<file path="src/hdl/ptan_pkg.sv">
// ----------------------------------------------------------------------------
// ptan_pkg: shared types and codes for the point table
// Table size, index width, command/status/direction codes and the
// request, response and engine control and status structures.
// ----------------------------------------------------------------------------
package ptan_pkg;

   localparam int MAX_POINTS = 64;
   localparam int IDX_W      = (MAX_POINTS > 1) ? $clog2(MAX_POINTS) : 1;
   localparam logic [IDX_W-1:0] LAST_IDX = IDX_W'(MAX_POINTS - 1);
   localparam int REC_W      = 48;

   localparam logic [2:0] CMD_ADD      = 3'd0;
   localparam logic [2:0] CMD_REMOVE   = 3'd1;
   localparam logic [2:0] CMD_POSITION = 3'd2;
   localparam logic [2:0] CMD_AT_POS   = 3'd3;
   localparam logic [2:0] CMD_NEAREST  = 3'd4;

   localparam logic [2:0] STS_OK        = 3'd0;
   localparam logic [2:0] STS_ID_EXISTS = 3'd1;
   localparam logic [2:0] STS_OCCUPIED  = 3'd2;
   localparam logic [2:0] STS_UNKNOWN   = 3'd3;
   localparam logic [2:0] STS_NONE_DIR  = 3'd4;
   localparam logic [2:0] STS_FULL      = 3'd5;

   localparam logic [1:0] DIR_NORTH = 2'd0;
   localparam logic [1:0] DIR_SOUTH = 2'd1;
   localparam logic [1:0] DIR_EAST  = 2'd2;
   localparam logic [1:0] DIR_WEST  = 2'd3;

   typedef struct packed {
      logic [2:0]         command;
      logic [15:0]        point_id;
      logic signed [15:0] coord_x;
      logic signed [15:0] coord_y;
      logic [1:0]         direction;
   } req_type;

   typedef struct packed {
      logic [2:0]         status;
      logic               found;
      logic [15:0]        result_id;
      logic signed [15:0] result_x;
      logic signed [15:0] result_y;
   } rsp_type;

   typedef struct packed {
      logic start;
      logic slot_free;
   } eng_ctl_type;

   typedef struct packed {
      logic idle;
      logic done;
   } eng_sts_type;

endpackage

</file>
<file path="src/hdl/ptan_engine.sv">
// ----------------------------------------------------------------------------
// ptan_engine: table memory and scan sequencer
// Holds the point records in a synchronous memory and the valid bits in
// flip-flops. Each command scans the table one entry per cycle; nearest
// scans twice when the point is found (locate the point, then search its row or column).
// ----------------------------------------------------------------------------
module ptan_engine (
   input  logic                 clock,
   input  logic                 reset,
   input  ptan_pkg::eng_ctl_type ctl,
   input  ptan_pkg::req_type    req,
   output ptan_pkg::eng_sts_type sts,
   output ptan_pkg::rsp_type    rsp
);
   import ptan_pkg::*;

   typedef enum logic [2:0] {
      S_IDLE,
      S_SCAN,
      S_DRAIN,
      S_DECIDE,
      S_FINISH
   } state_type;

   state_type          state_ff;
   req_type            cmd_ff;
   logic               pass2_ff;
   logic [IDX_W-1:0]   rd_idx_ff;
   logic               cmp_on_ff;
   logic               cmp_vld_ff;
   logic [IDX_W-1:0]   cmp_idx_ff;
   logic [REC_W-1:0]   rd_data_ff;
   logic [MAX_POINTS-1:0] valid_ff;

   logic               id_hit_ff;
   logic [IDX_W-1:0]   hit_idx_ff;
   logic signed [15:0] hit_x_ff;
   logic signed [15:0] hit_y_ff;
   logic               pos_hit_ff;
   logic [15:0]        pos_id_ff;
   logic               free_hit_ff;
   logic [IDX_W-1:0]   free_idx_ff;
   logic               near_hit_ff;
   logic [15:0]        best_d_ff;
   logic [15:0]        near_id_ff;

   logic [REC_W-1:0]   mem [MAX_POINTS];

   logic [15:0]        rec_id;
   logic signed [15:0] rec_x;
   logic signed [15:0] rec_y;
   logic [16:0]        dx_up, dx_dn, dy_up, dy_dn;
   logic               cand_in;
   logic [15:0]        cand_d_in;
   logic               fire;
   logic               add_ok;
   logic               wr_en_in;
   rsp_type            rsp_in;

   assign rec_id = rd_data_ff[47:32];
   assign rec_x  = rd_data_ff[31:16];
   assign rec_y  = rd_data_ff[15:0];

   // Differences are formed at 17 bits; the kept side is always positive
   // and below 2^16, so the low 16 bits are the distance.
   assign dx_up = {rec_x[15], rec_x} - {hit_x_ff[15], hit_x_ff};
   assign dx_dn = {hit_x_ff[15], hit_x_ff} - {rec_x[15], rec_x};
   assign dy_up = {rec_y[15], rec_y} - {hit_y_ff[15], hit_y_ff};
   assign dy_dn = {hit_y_ff[15], hit_y_ff} - {rec_y[15], rec_y};

   always_comb begin
      cand_in   = 1'b0;
      cand_d_in = 16'd0;
      unique case (cmd_ff.direction)
         DIR_NORTH: begin
            cand_in   = (rec_x == hit_x_ff) && (rec_y > hit_y_ff);
            cand_d_in = dy_up[15:0];
         end
         DIR_SOUTH: begin
            cand_in   = (rec_x == hit_x_ff) && (rec_y < hit_y_ff);
            cand_d_in = dy_dn[15:0];
         end
         DIR_EAST: begin
            cand_in   = (rec_y == hit_y_ff) && (rec_x > hit_x_ff);
            cand_d_in = dx_up[15:0];
         end
         DIR_WEST: begin
            cand_in   = (rec_y == hit_y_ff) && (rec_x < hit_x_ff);
            cand_d_in = dx_dn[15:0];
         end
         default: begin
            cand_in   = 1'b0;
            cand_d_in = 16'd0;
         end
      endcase
   end

   assign fire     = (state_ff == S_FINISH) && ctl.slot_free;
   assign add_ok   = !id_hit_ff && !pos_hit_ff && free_hit_ff;
   assign wr_en_in = fire && (cmd_ff.command == CMD_ADD) && add_ok;

   always_comb begin
      rsp_in = '0;
      unique case (cmd_ff.command)
         CMD_ADD: begin
            priority if (id_hit_ff)   rsp_in.status = STS_ID_EXISTS;
            else if (pos_hit_ff)      rsp_in.status = STS_OCCUPIED;
            else if (!free_hit_ff)    rsp_in.status = STS_FULL;
            else                      rsp_in.status = STS_OK;
         end
         CMD_REMOVE: begin
            rsp_in.status = id_hit_ff ? STS_OK : STS_UNKNOWN;
         end
         CMD_POSITION: begin
            if (id_hit_ff) begin
               rsp_in.result_x = hit_x_ff;
               rsp_in.result_y = hit_y_ff;
            end else begin
               rsp_in.status = STS_UNKNOWN;
            end
         end
         CMD_AT_POS: begin
            rsp_in.found     = pos_hit_ff;
            rsp_in.result_id = pos_hit_ff ? pos_id_ff : 16'd0;
         end
         CMD_NEAREST: begin
            priority if (!id_hit_ff)  rsp_in.status = STS_UNKNOWN;
            else if (!near_hit_ff)    rsp_in.status = STS_NONE_DIR;
            else                      rsp_in.result_id = near_id_ff;
         end
         default: rsp_in = '0;
      endcase
   end

   // Record memory: one write and one registered read per cycle. Writes only
   // happen at the end of a command, after its scan has finished reading.
   always_ff @(posedge clock) begin
      if (wr_en_in) begin
         mem[free_idx_ff] <= {cmd_ff.point_id, cmd_ff.coord_x, cmd_ff.coord_y};
      end
      rd_data_ff <= mem[rd_idx_ff];
   end

   always_ff @(posedge clock) begin
      if (reset) begin
         state_ff  <= S_IDLE;
         valid_ff  <= '0;
         cmp_on_ff <= 1'b0;
         pass2_ff  <= 1'b0;
         rd_idx_ff <= '0;
      end else begin
         cmp_on_ff  <= (state_ff == S_SCAN);
         cmp_vld_ff <= valid_ff[rd_idx_ff];
         cmp_idx_ff <= rd_idx_ff;

         if (cmp_on_ff) begin
            if (!pass2_ff) begin
               if (cmp_vld_ff && (rec_id == cmd_ff.point_id)) begin
                  id_hit_ff  <= 1'b1;
                  hit_idx_ff <= cmp_idx_ff;
                  hit_x_ff   <= rec_x;
                  hit_y_ff   <= rec_y;
               end
               if (cmp_vld_ff && (rec_x == cmd_ff.coord_x) &&
                   (rec_y == cmd_ff.coord_y)) begin
                  pos_hit_ff <= 1'b1;
                  pos_id_ff  <= rec_id;
               end
               if (!cmp_vld_ff && !free_hit_ff) begin
                  free_hit_ff <= 1'b1;
                  free_idx_ff <= cmp_idx_ff;
               end
            end else if (cmp_vld_ff && cand_in &&
                         (!near_hit_ff || (cand_d_in < best_d_ff))) begin
               near_hit_ff <= 1'b1;
               best_d_ff   <= cand_d_in;
               near_id_ff  <= rec_id;
            end
         end

         unique case (state_ff)
            S_IDLE: begin
               if (ctl.start) begin
                  cmd_ff      <= req;
                  pass2_ff    <= 1'b0;
                  rd_idx_ff   <= '0;
                  id_hit_ff   <= 1'b0;
                  pos_hit_ff  <= 1'b0;
                  free_hit_ff <= 1'b0;
                  near_hit_ff <= 1'b0;
                  state_ff    <= S_SCAN;
               end
            end
            S_SCAN: begin
               rd_idx_ff <= rd_idx_ff + 1'b1;
               if (rd_idx_ff == LAST_IDX) begin
                  state_ff <= S_DRAIN;
               end
            end
            S_DRAIN: begin
               state_ff <= S_DECIDE;
            end
            S_DECIDE: begin
               if ((cmd_ff.command == CMD_NEAREST) && !pass2_ff && id_hit_ff) begin
                  pass2_ff  <= 1'b1;
                  rd_idx_ff <= '0;
                  state_ff  <= S_SCAN;
               end else begin
                  state_ff <= S_FINISH;
               end
            end
            S_FINISH: begin
               if (ctl.slot_free) begin
                  if (wr_en_in) begin
                     valid_ff[free_idx_ff] <= 1'b1;
                  end
                  if ((cmd_ff.command == CMD_REMOVE) && id_hit_ff) begin
                     valid_ff[hit_idx_ff] <= 1'b0;
                  end
                  state_ff <= S_IDLE;
               end
            end
            default: state_ff <= S_IDLE;
         endcase
      end
   end

   assign sts.idle = (state_ff == S_IDLE);
   assign sts.done = fire;
   assign rsp      = rsp_in;

endmodule

</file>
<file path="src/hdl/point_table_axis_nearest.sv">
// Throughput: one command at a time, set by the scan over the record memory's
// single read port at one entry per cycle (nearest scans twice if the point is found).
// Reset clears all valid bits at once; no clearing pass, the table starts empty.
// ----------------------------------------------------------------------------
// point_table_axis_nearest: bounded table of named points
// Accepts add, remove, position, at_position and nearest commands and
// returns one response beat per command through an output register.
// ----------------------------------------------------------------------------
module point_table_axis_nearest (
   input  logic               clock,
   input  logic               reset,
   input  logic               req_valid,
   output logic               req_ready,
   input  logic [2:0]         req_command,
   input  logic [15:0]        req_point_id,
   input  logic signed [15:0] req_coord_x,
   input  logic signed [15:0] req_coord_y,
   input  logic [1:0]         req_direction,
   output logic               rsp_valid,
   input  logic               rsp_ready,
   output logic [2:0]         rsp_status,
   output logic               rsp_found,
   output logic [15:0]        rsp_result_id,
   output logic signed [15:0] rsp_result_x,
   output logic signed [15:0] rsp_result_y
);
   import ptan_pkg::*;

   req_type     req;
   rsp_type     eng_rsp;
   eng_ctl_type eng_ctl;
   eng_sts_type eng_sts;
   logic        rsp_valid_ff;
   rsp_type     rsp_ff;

   assign req.command   = req_command;
   assign req.point_id  = req_point_id;
   assign req.coord_x   = req_coord_x;
   assign req.coord_y   = req_coord_y;
   assign req.direction = req_direction;

   assign req_ready         = eng_sts.idle;
   assign eng_ctl.start     = req_valid && eng_sts.idle;
   assign eng_ctl.slot_free = !rsp_valid_ff || rsp_ready;

   ptan_engine u_engine (
      .clock (clock),
      .reset (reset),
      .ctl   (eng_ctl),
      .req   (req),
      .sts   (eng_sts),
      .rsp   (eng_rsp)
   );

   always_ff @(posedge clock) begin
      if (reset) begin
         rsp_valid_ff <= 1'b0;
      end else if (eng_sts.done) begin
         rsp_valid_ff <= 1'b1;
      end else if (rsp_ready) begin
         rsp_valid_ff <= 1'b0;
      end
   end

   always_ff @(posedge clock) begin
      if (eng_sts.done) begin
         rsp_ff <= eng_rsp;
      end
   end

   assign rsp_valid     = rsp_valid_ff;
   assign rsp_status    = rsp_ff.status;
   assign rsp_found     = rsp_ff.found;
   assign rsp_result_id = rsp_ff.result_id;
   assign rsp_result_x  = rsp_ff.result_x;
   assign rsp_result_y  = rsp_ff.result_y;

`ifndef SYNTHESIS
   // A finished command never overwrites a response that is still waiting.
   a_no_overwrite: assert property (@(posedge clock) disable iff (reset)
      eng_sts.done |-> (!rsp_valid_ff || rsp_ready))
      else $error("response register overwritten");

   // Once a request beat is taken, the engine is busy scanning.
   a_busy_after_accept: assert property (@(posedge clock) disable iff (reset)
      (req_valid && req_ready) |=> !req_ready)
      else $error("request accepted while engine busy");

   // Found is only ever reported with an ok status.
   a_found_ok: assert property (@(posedge clock) disable iff (reset)
      (rsp_valid && rsp_found) |-> (rsp_status == STS_OK))
      else $error("found set with error status");

   // A new response is loaded only when the engine leaves its finish step.
   a_done_not_idle: assert property (@(posedge clock) disable iff (reset)
      eng_sts.done |=> eng_sts.idle)
      else $error("engine not idle after finishing");
`endif

endmodule
</file>
<file path="config.mk">
export PLATFORM = sky130hd
export DESIGN_NAME = point_table_axis_nearest
export DESIGN_NICKNAME = d
export VERILOG_FILES = /design/src/hdl/ptan_pkg.sv /design/src/hdl/ptan_engine.sv /design/src/hdl/point_table_axis_nearest.sv
export SDC_FILE = /design/constraint.sdc
export NUM_CORES = 2
export LEC_CHECK = 0
export ABC_AREA = 1
export BUFFER_PORTS_ARGS = -buffer_cell sky130_fd_sc_hd__buf_2
export CORE_MARGIN = 10
export CORE_UTILIZATION = 45
export CTS_CLUSTER_DIAMETER = 200
export DETAILED_ROUTE_END_ITERATION = 10
export HOLD_SLACK_MARGIN = 0.08
export SYNTH_ARGS = -nofsm -noshare
export SYNTH_HDL_FRONTEND = slang
export SYNTH_HIERARCHICAL = 1
export SYNTH_SLANG_ARGS = --single-unit
</file>
<file path="constraint.sdc">
create_clock -name clock -period 9.1 [get_ports clock]
set_input_delay 0 -clock clock [delete_from_list [all_inputs] [get_ports clock]]
set_output_delay 0 -clock clock [all_outputs]
set_load 0.05 [all_outputs]
</file>
After elaboration in Yosys (flattened, before gate mapping)
Memory sizes are Yosys's and may differ from the RTL's. A register that Yosys moved wholly into a read port is not among the register bits. Index checks and enable logic that the tools add are counted.

Bits in registers: 284. Bits in writable memories: 3072. Memories: 1.

Equal/unequal tests: 21. Order comparisons: 10. Muxes and demuxes: 59. Reductions and logical operators: 47. Bitwise gates (word level): 5. Add/subtract/negate cells: 5.

Memories: u_engine.mem (words 64, bits a word 48, rd ports 1, clocked after Yosys merged registers in 1, write ports 1, line ptan_engine.sv:47) `logic [REC_W-1:0] mem [MAX_POINTS];`.

Operator list (number): 64-bit 2-to-1 mux (5); 16-bit equality test (5); 64-bit bitwise AND (1); 64-bit inverter (1); 64-bit bitwise OR (1); 16-bit case mux with 4 select lines (1); 16-bit subtractor (4); 16-bit < comparator (3); 16-bit 2-to-1 mux (3); 16-bit greater-than comparator (2); 16-bit case mux with 2 select lines (1); 1-bit 2-to-1 mux (29); 3-bit 2-to-1 mux (9); 1-bit logical AND (21); 6-bit by 7-bit < comparator with 1-bit output (second input constant) (3); 6-bit case mux with 3 select lines (1); 4-bit AND reduction (4); 3-bit case mux with 5 select lines (1); 1-bit demux with 6-bit select (2); 3-bit by 2-bit equality test with 1-bit output (second input constant) (4); 6-bit by 1-bit greater-or-equal comparator with 1-bit output (second input constant) (2); 6-bit 2-to-1 mux (2); 3-bit AND reduction (4); 3-bit case mux with 3 select lines (1); 21 further kinds (37).

Depth between registers and ports, before layout
Word-level depth: 11. Gate-level depth with buffers: 22.

Cells and area by module
The synthesis kept the hierarchy.

By module, submodules not included: ptan_engine (area each 133160.2 um^2, cells each 10216, instances 1, sequential area each 99395.3 um^2); point_table_axis_nearest (area each 1611.5 um^2, cells each 59, instances 1, sequential area each 1581.5 um^2).

Least setup slack after synthesis
No wires, ideal clock.

Kind: reg2reg. Start point: reg u_engine.hit_x_ff[0]. End point: reg u_engine.best_d_ff[0] (enable). Stages on the path, launching flop included: 17. Data arrival time: 4.141 ns. Setup slack: 4.538 ns. Data required time: 8.679 ns. Cells stage by stage: edfxtp_1 inv_1 ha_1 inv_1 fa_1 a21oi_1 o21bai_1 or2_2 nand3_1 a41oi_1 ha_1 nand2_1 inv_1 a221o_1 o21ai_0 a21oi_1 nor2_1.

Word-level cells in the longest chain between the ends: 6. Elaborated cells between the ends (all ways): 16. Classes of those cells: add/sub (2); order compare (3); eq/ne (1); mux (2); reduce/logical (8).

RTL lines: start, declared (line ptan_engine.sv:37) `logic signed [15:0] hit_x_ff;`; start signal, assigned (line ptan_engine.sv:161) `hit_x_ff <= rec_x;`; 16-bit subtractor, on equally long branches (line ptan_engine.sv:67, ptan_engine.sv:66); 16-bit case mux with 4 select lines * (line ptan_engine.sv:74) `unique case (cmd_ff.direction)`; via u_engine.cand_d_in[6] (line ptan_engine.sv:54) `logic [15:0] cand_d_in;`; 16-bit < comparator * (line ptan_engine.sv:174) `(!near_hit_ff || (cand_d_in < best_d_ff))) begin`; 1-bit logical OR * (line ptan_engine.sv:174); 1-bit logical AND * (line ptan_engine.sv:173) `end else if (cmp_vld_ff && cand_in &&`; 4-bit AND reduction (no line) *; end signal, assigned (line ptan_engine.sv:176) `best_d_ff <= cand_d_in;`; end, declared (line ptan_engine.sv:44) `logic [15:0] best_d_ff;`.

The timed path passes the listed nets; every way through them passes the cells marked *. A chain may end at the register's enable or synchronous reset.

Worst setup path after layout
Start point: reg u_engine.rd_data_ff[18] (read register of u_engine.mem). End point: reg u_engine.near_id_ff[9] (enable).

Word-level cells in the longest chain between the ends: 6. Elaborated cells between the ends (all ways): 16. Classes of those cells: add/sub (2); order compare (3); eq/ne (1); mux (2); reduce/logical (8).

RTL lines: start, declared (line ptan_engine.sv:32) `logic [REC_W-1:0] rd_data_ff;`; 16-bit subtractor, on equally long branches (line ptan_engine.sv:67, ptan_engine.sv:66); 16-bit case mux with 4 select lines * (line ptan_engine.sv:74); via u_engine.cand_d_in[9] (line ptan_engine.sv:54); 16-bit < comparator * (line ptan_engine.sv:174); 1-bit logical OR * (line ptan_engine.sv:174); 1-bit logical AND * (line ptan_engine.sv:173); 4-bit AND reduction (no line) *; end signal, assigned (line ptan_engine.sv:177) `near_id_ff <= rec_id;`; end, declared (line ptan_engine.sv:45) `logic [15:0] near_id_ff;`.

Marks and branches as above.

==> results.cfg <==
[status]
status = complete, no violations

[synth]
synth_cell_types = 55
avgSynthCellArea_um2 = 13.1
syn_inst = 10300
synth-edff-count = 3280
synth-seq-cells = 3404
synth-seq-area-share_pct = 74.9
syn_area_um2 = 135000
synthFlopType = edfxtp_1
synth_nets = 10400
ys_async_sr_fraction_pct = 0
yosysWarnings = 6

[layout]
final_cell_mix = edfxtp_1 (3280), nor2_1 (1727), o21ai_0 (1663), nand2_1 (616), o22ai_1 (488)
final_core_util_pct = 51.1
layout.nets = 10500
final_area_um2 = 152000
mostFrequentLayoutCell = edfxtp_1
fillers = 25000
multi_input_area_um2 = 30300
syn2layout_area_growth_pct = 12.7
register_area_um2 = 101000
drive_gt1_share_pct = 8.82

[worst_setup_path]
cp_top_family = compound AO/OA/AOI/OAI gates
cp.arrival_ns = 5.18
crit_start = u_engine/rd_data_ff[18]$_DFF_P_
cpMostUsedCell = a21oi_1
worst_ep_required_time_ns = 9.64
path_class = reg -> reg
path_cells = inv_1, ha_1, nand2_1, o21ai_0, a21oi_1, o21ai_0, a21oi_1, o21ai_0, nand3_1, o21bai_1, ha_1, a21oi_1, o21a_1, o221a_2, a21oi_1, nor2_4
cpMaxStageDelayCell = nor2_4
crit_fanout = 32
cp_slowest_stage_delay_ns = 0.81
cp_num_buf_inv = 1
startpoint_type = register
reg2reg_from = u_engine/rd_data_ff[18]$_DFF_P_
endpoint_kind = register

[clocking]
clockBufferDepth = 4
cts_resized = 0
clk_pin_slew_ns = 0.06
cts_tree = done
clock_latency_ns = 0.95
cts_root_buf = clkbuf_16
htreeDepth = 5
cts-buffers-inserted = 352
ctsHoldBuffers = 111
cts.sinks = 3404
post_cts_buffers = 0

[timing]
min_period_ns = 4.65
rsz0062_at_grt = false
maxSlewViolCount = 0
period_share_pct = 51.0
hold_viol = 0
setup_tns_ns = 0
worst_slew_pin_slew_ns = 1.42
timing.fmax_mhz = 215
setup-violations-final = 0
relSlewSlack_pct = 5.28
skew_ns = 0.0735
setup_ws_ns = 4.45

[floorplan]
core_area_um2 = 298000
die_x_um = 567
die_h_um = 567
dieArea_um2 = 322000
start_util_pct = 45.3
io_pins = 111
rows = 200

[worst_hold_path]
hold_path_class = in -> reg
hold_start = reset

[placement]
hpwl_um = 246000
gp_congestion = 0.876
numPortBuffers = 110
post_dp_cell_area_um2 = 140000
dp_slack_ns = 4.47

[global_route]
gr-total-overflow = 0
grt_max_degree = 203
grt_pass1_vias = 85600
grt_pass1_wl_um = 628000
grt_usage_pct = 26.5
antenna_found_initial = 34

[power]
powerDensity_nw_per_um2 = 252
p_leak_nw = 49.6
peakVddDrop_uv = 165
power_mw = 38.3

[route]
drt-pass1-iter-count = 8
num_vias = 90900
drc = 0
drt_iter0_markers = 12600
ant_nets = 0
wl_per_cell_um = 30.5
routed_wl_um = 446000
vias_per_cell = 6.21

[flow_run]
cap_violations = 0
-- cell usage after synthesis, types with 41 or more instances --
cell / number / area (um^2)
dfxtp_1: 124 / 2480
o221ai_1: 306 / 2680
edfxtp_1: 3280 / 98500
nor3_1: 41 / 205
nor2_1: 1796 / 6740
o21ai_0: 1663 / 8320
clkbuf_1: 428 / 1610
nand2_1: 616 / 2310
nand3_1: 381 / 1910
o211ai_1: 90 / 676
nand4_1: 60 / 375
inv_1: 246 / 923
ha_1: 78 / 976
a21oi_1: 228 / 1140
o22ai_1: 488 / 3050
buf_2: 189 / 946
-- cell type report --
cell class                 count  area share, %
antenna                        7         0.0115
clock buffer                 440           6.15
clock inverter               195           1.09
inverter                     258          0.666
multi-input combinational   5929           19.9
sequential                  3404           66.5
tap                         3939           3.24
timing repair buffer         459           2.43
-- registers in the layout, summed over array words and instances, names as in the netlist, 16 cells and up --
signal               flops
u_engine/mem          3072
u_engine/valid_ff       64
u_engine/cmd_ff         53
u_engine/rd_data_ff     48
rsp_result_id           16
rsp_result_x            16
rsp_result_y            16
u_engine/best_d_ff      16
u_engine/hit_x_ff       16
u_engine/hit_y_ff       16
u_engine/near_id_ff     16
u_engine/pos_id_ff      16
-- path summary, 6_finish.rpt --
kind / slack [ns] / endpoint / cells past startpoint
setup / recovery: 4.45 / u_engine/near_id_ff[9]$_DFFE_PP_ / 16
hold / removal: 0.28 / u_engine/cmp_on_ff$_SDFF_PP0_ / 4
hold reg to reg: 0.44 / u_engine/free_idx_ff[4]$_DFFE_PP_ / 0
setup reg to reg: 4.45 / u_engine/near_id_ff[9]$_DFFE_PP_ / 16
-- power by group --
group          total [mW]  switching (mW)  internal (mW)
combinational        6.30            4.71           1.59
sequential           18.1           0.347           17.7
clock                13.9            6.08           7.86
total                38.3            11.1           27.2
-- layer usage --
layer	track usage [%]	vias up	part of all wire [%]
met5	0	-	0.051
met4	10.9	34	4.8
met3	6.31	982	11
met2	40.4	5187	44
met1	36.8	46000	40
li1	-	38700	-
-- worst reg2reg max path, cell delays in order, from the launching register on --
cell and delay [ns]:
dfxtp_1 0.36, inv_1 0.09, ha_1 0.42, nand2_1 0.10, o21ai_0 0.44, a21oi_1 0.21
o21ai_0 0.30, a21oi_1 0.10, o21ai_0 0.09, nand3_1 0.09, o21bai_1 0.23, ha_1 0.34
a21oi_1 0.14, o21a_1 0.14, o221a_2 0.22, a21oi_1 0.10, nor2_4 0.81
-- through the flow --
stage / instances / hold WS (ns)
6_report: 14600 / 0.278
5_1_grt: 14600 / 0.281
4_1_cts: 14600 / 0.233
3_5_place_dp: 13900 / 0.178
3_3_place_gp: 13900 / 0.180
2_1_floorplan: 10300 / 0.0624
-- logic make-up (layout without fill, tap and decap cells) --
family | count (synthesis) | count (layout) | synth area share (%)
AND/OR/NAND/NOR | 2930 | 2930 | 8.75
other | 0 | 7 | 0
flip-flops | 3404 | 3404 | 74.9
XOR/XNOR | 26 | 26 | 0.169
buffers and inverters | 942 | 1352 | 3.00
adder cells (fa/ha/maj) | 82 | 82 | 0.784
AO/OA/AOI/OAI | 2891 | 2891 | 12.4
Note: power is estimated with default switching activity, not from simulation.
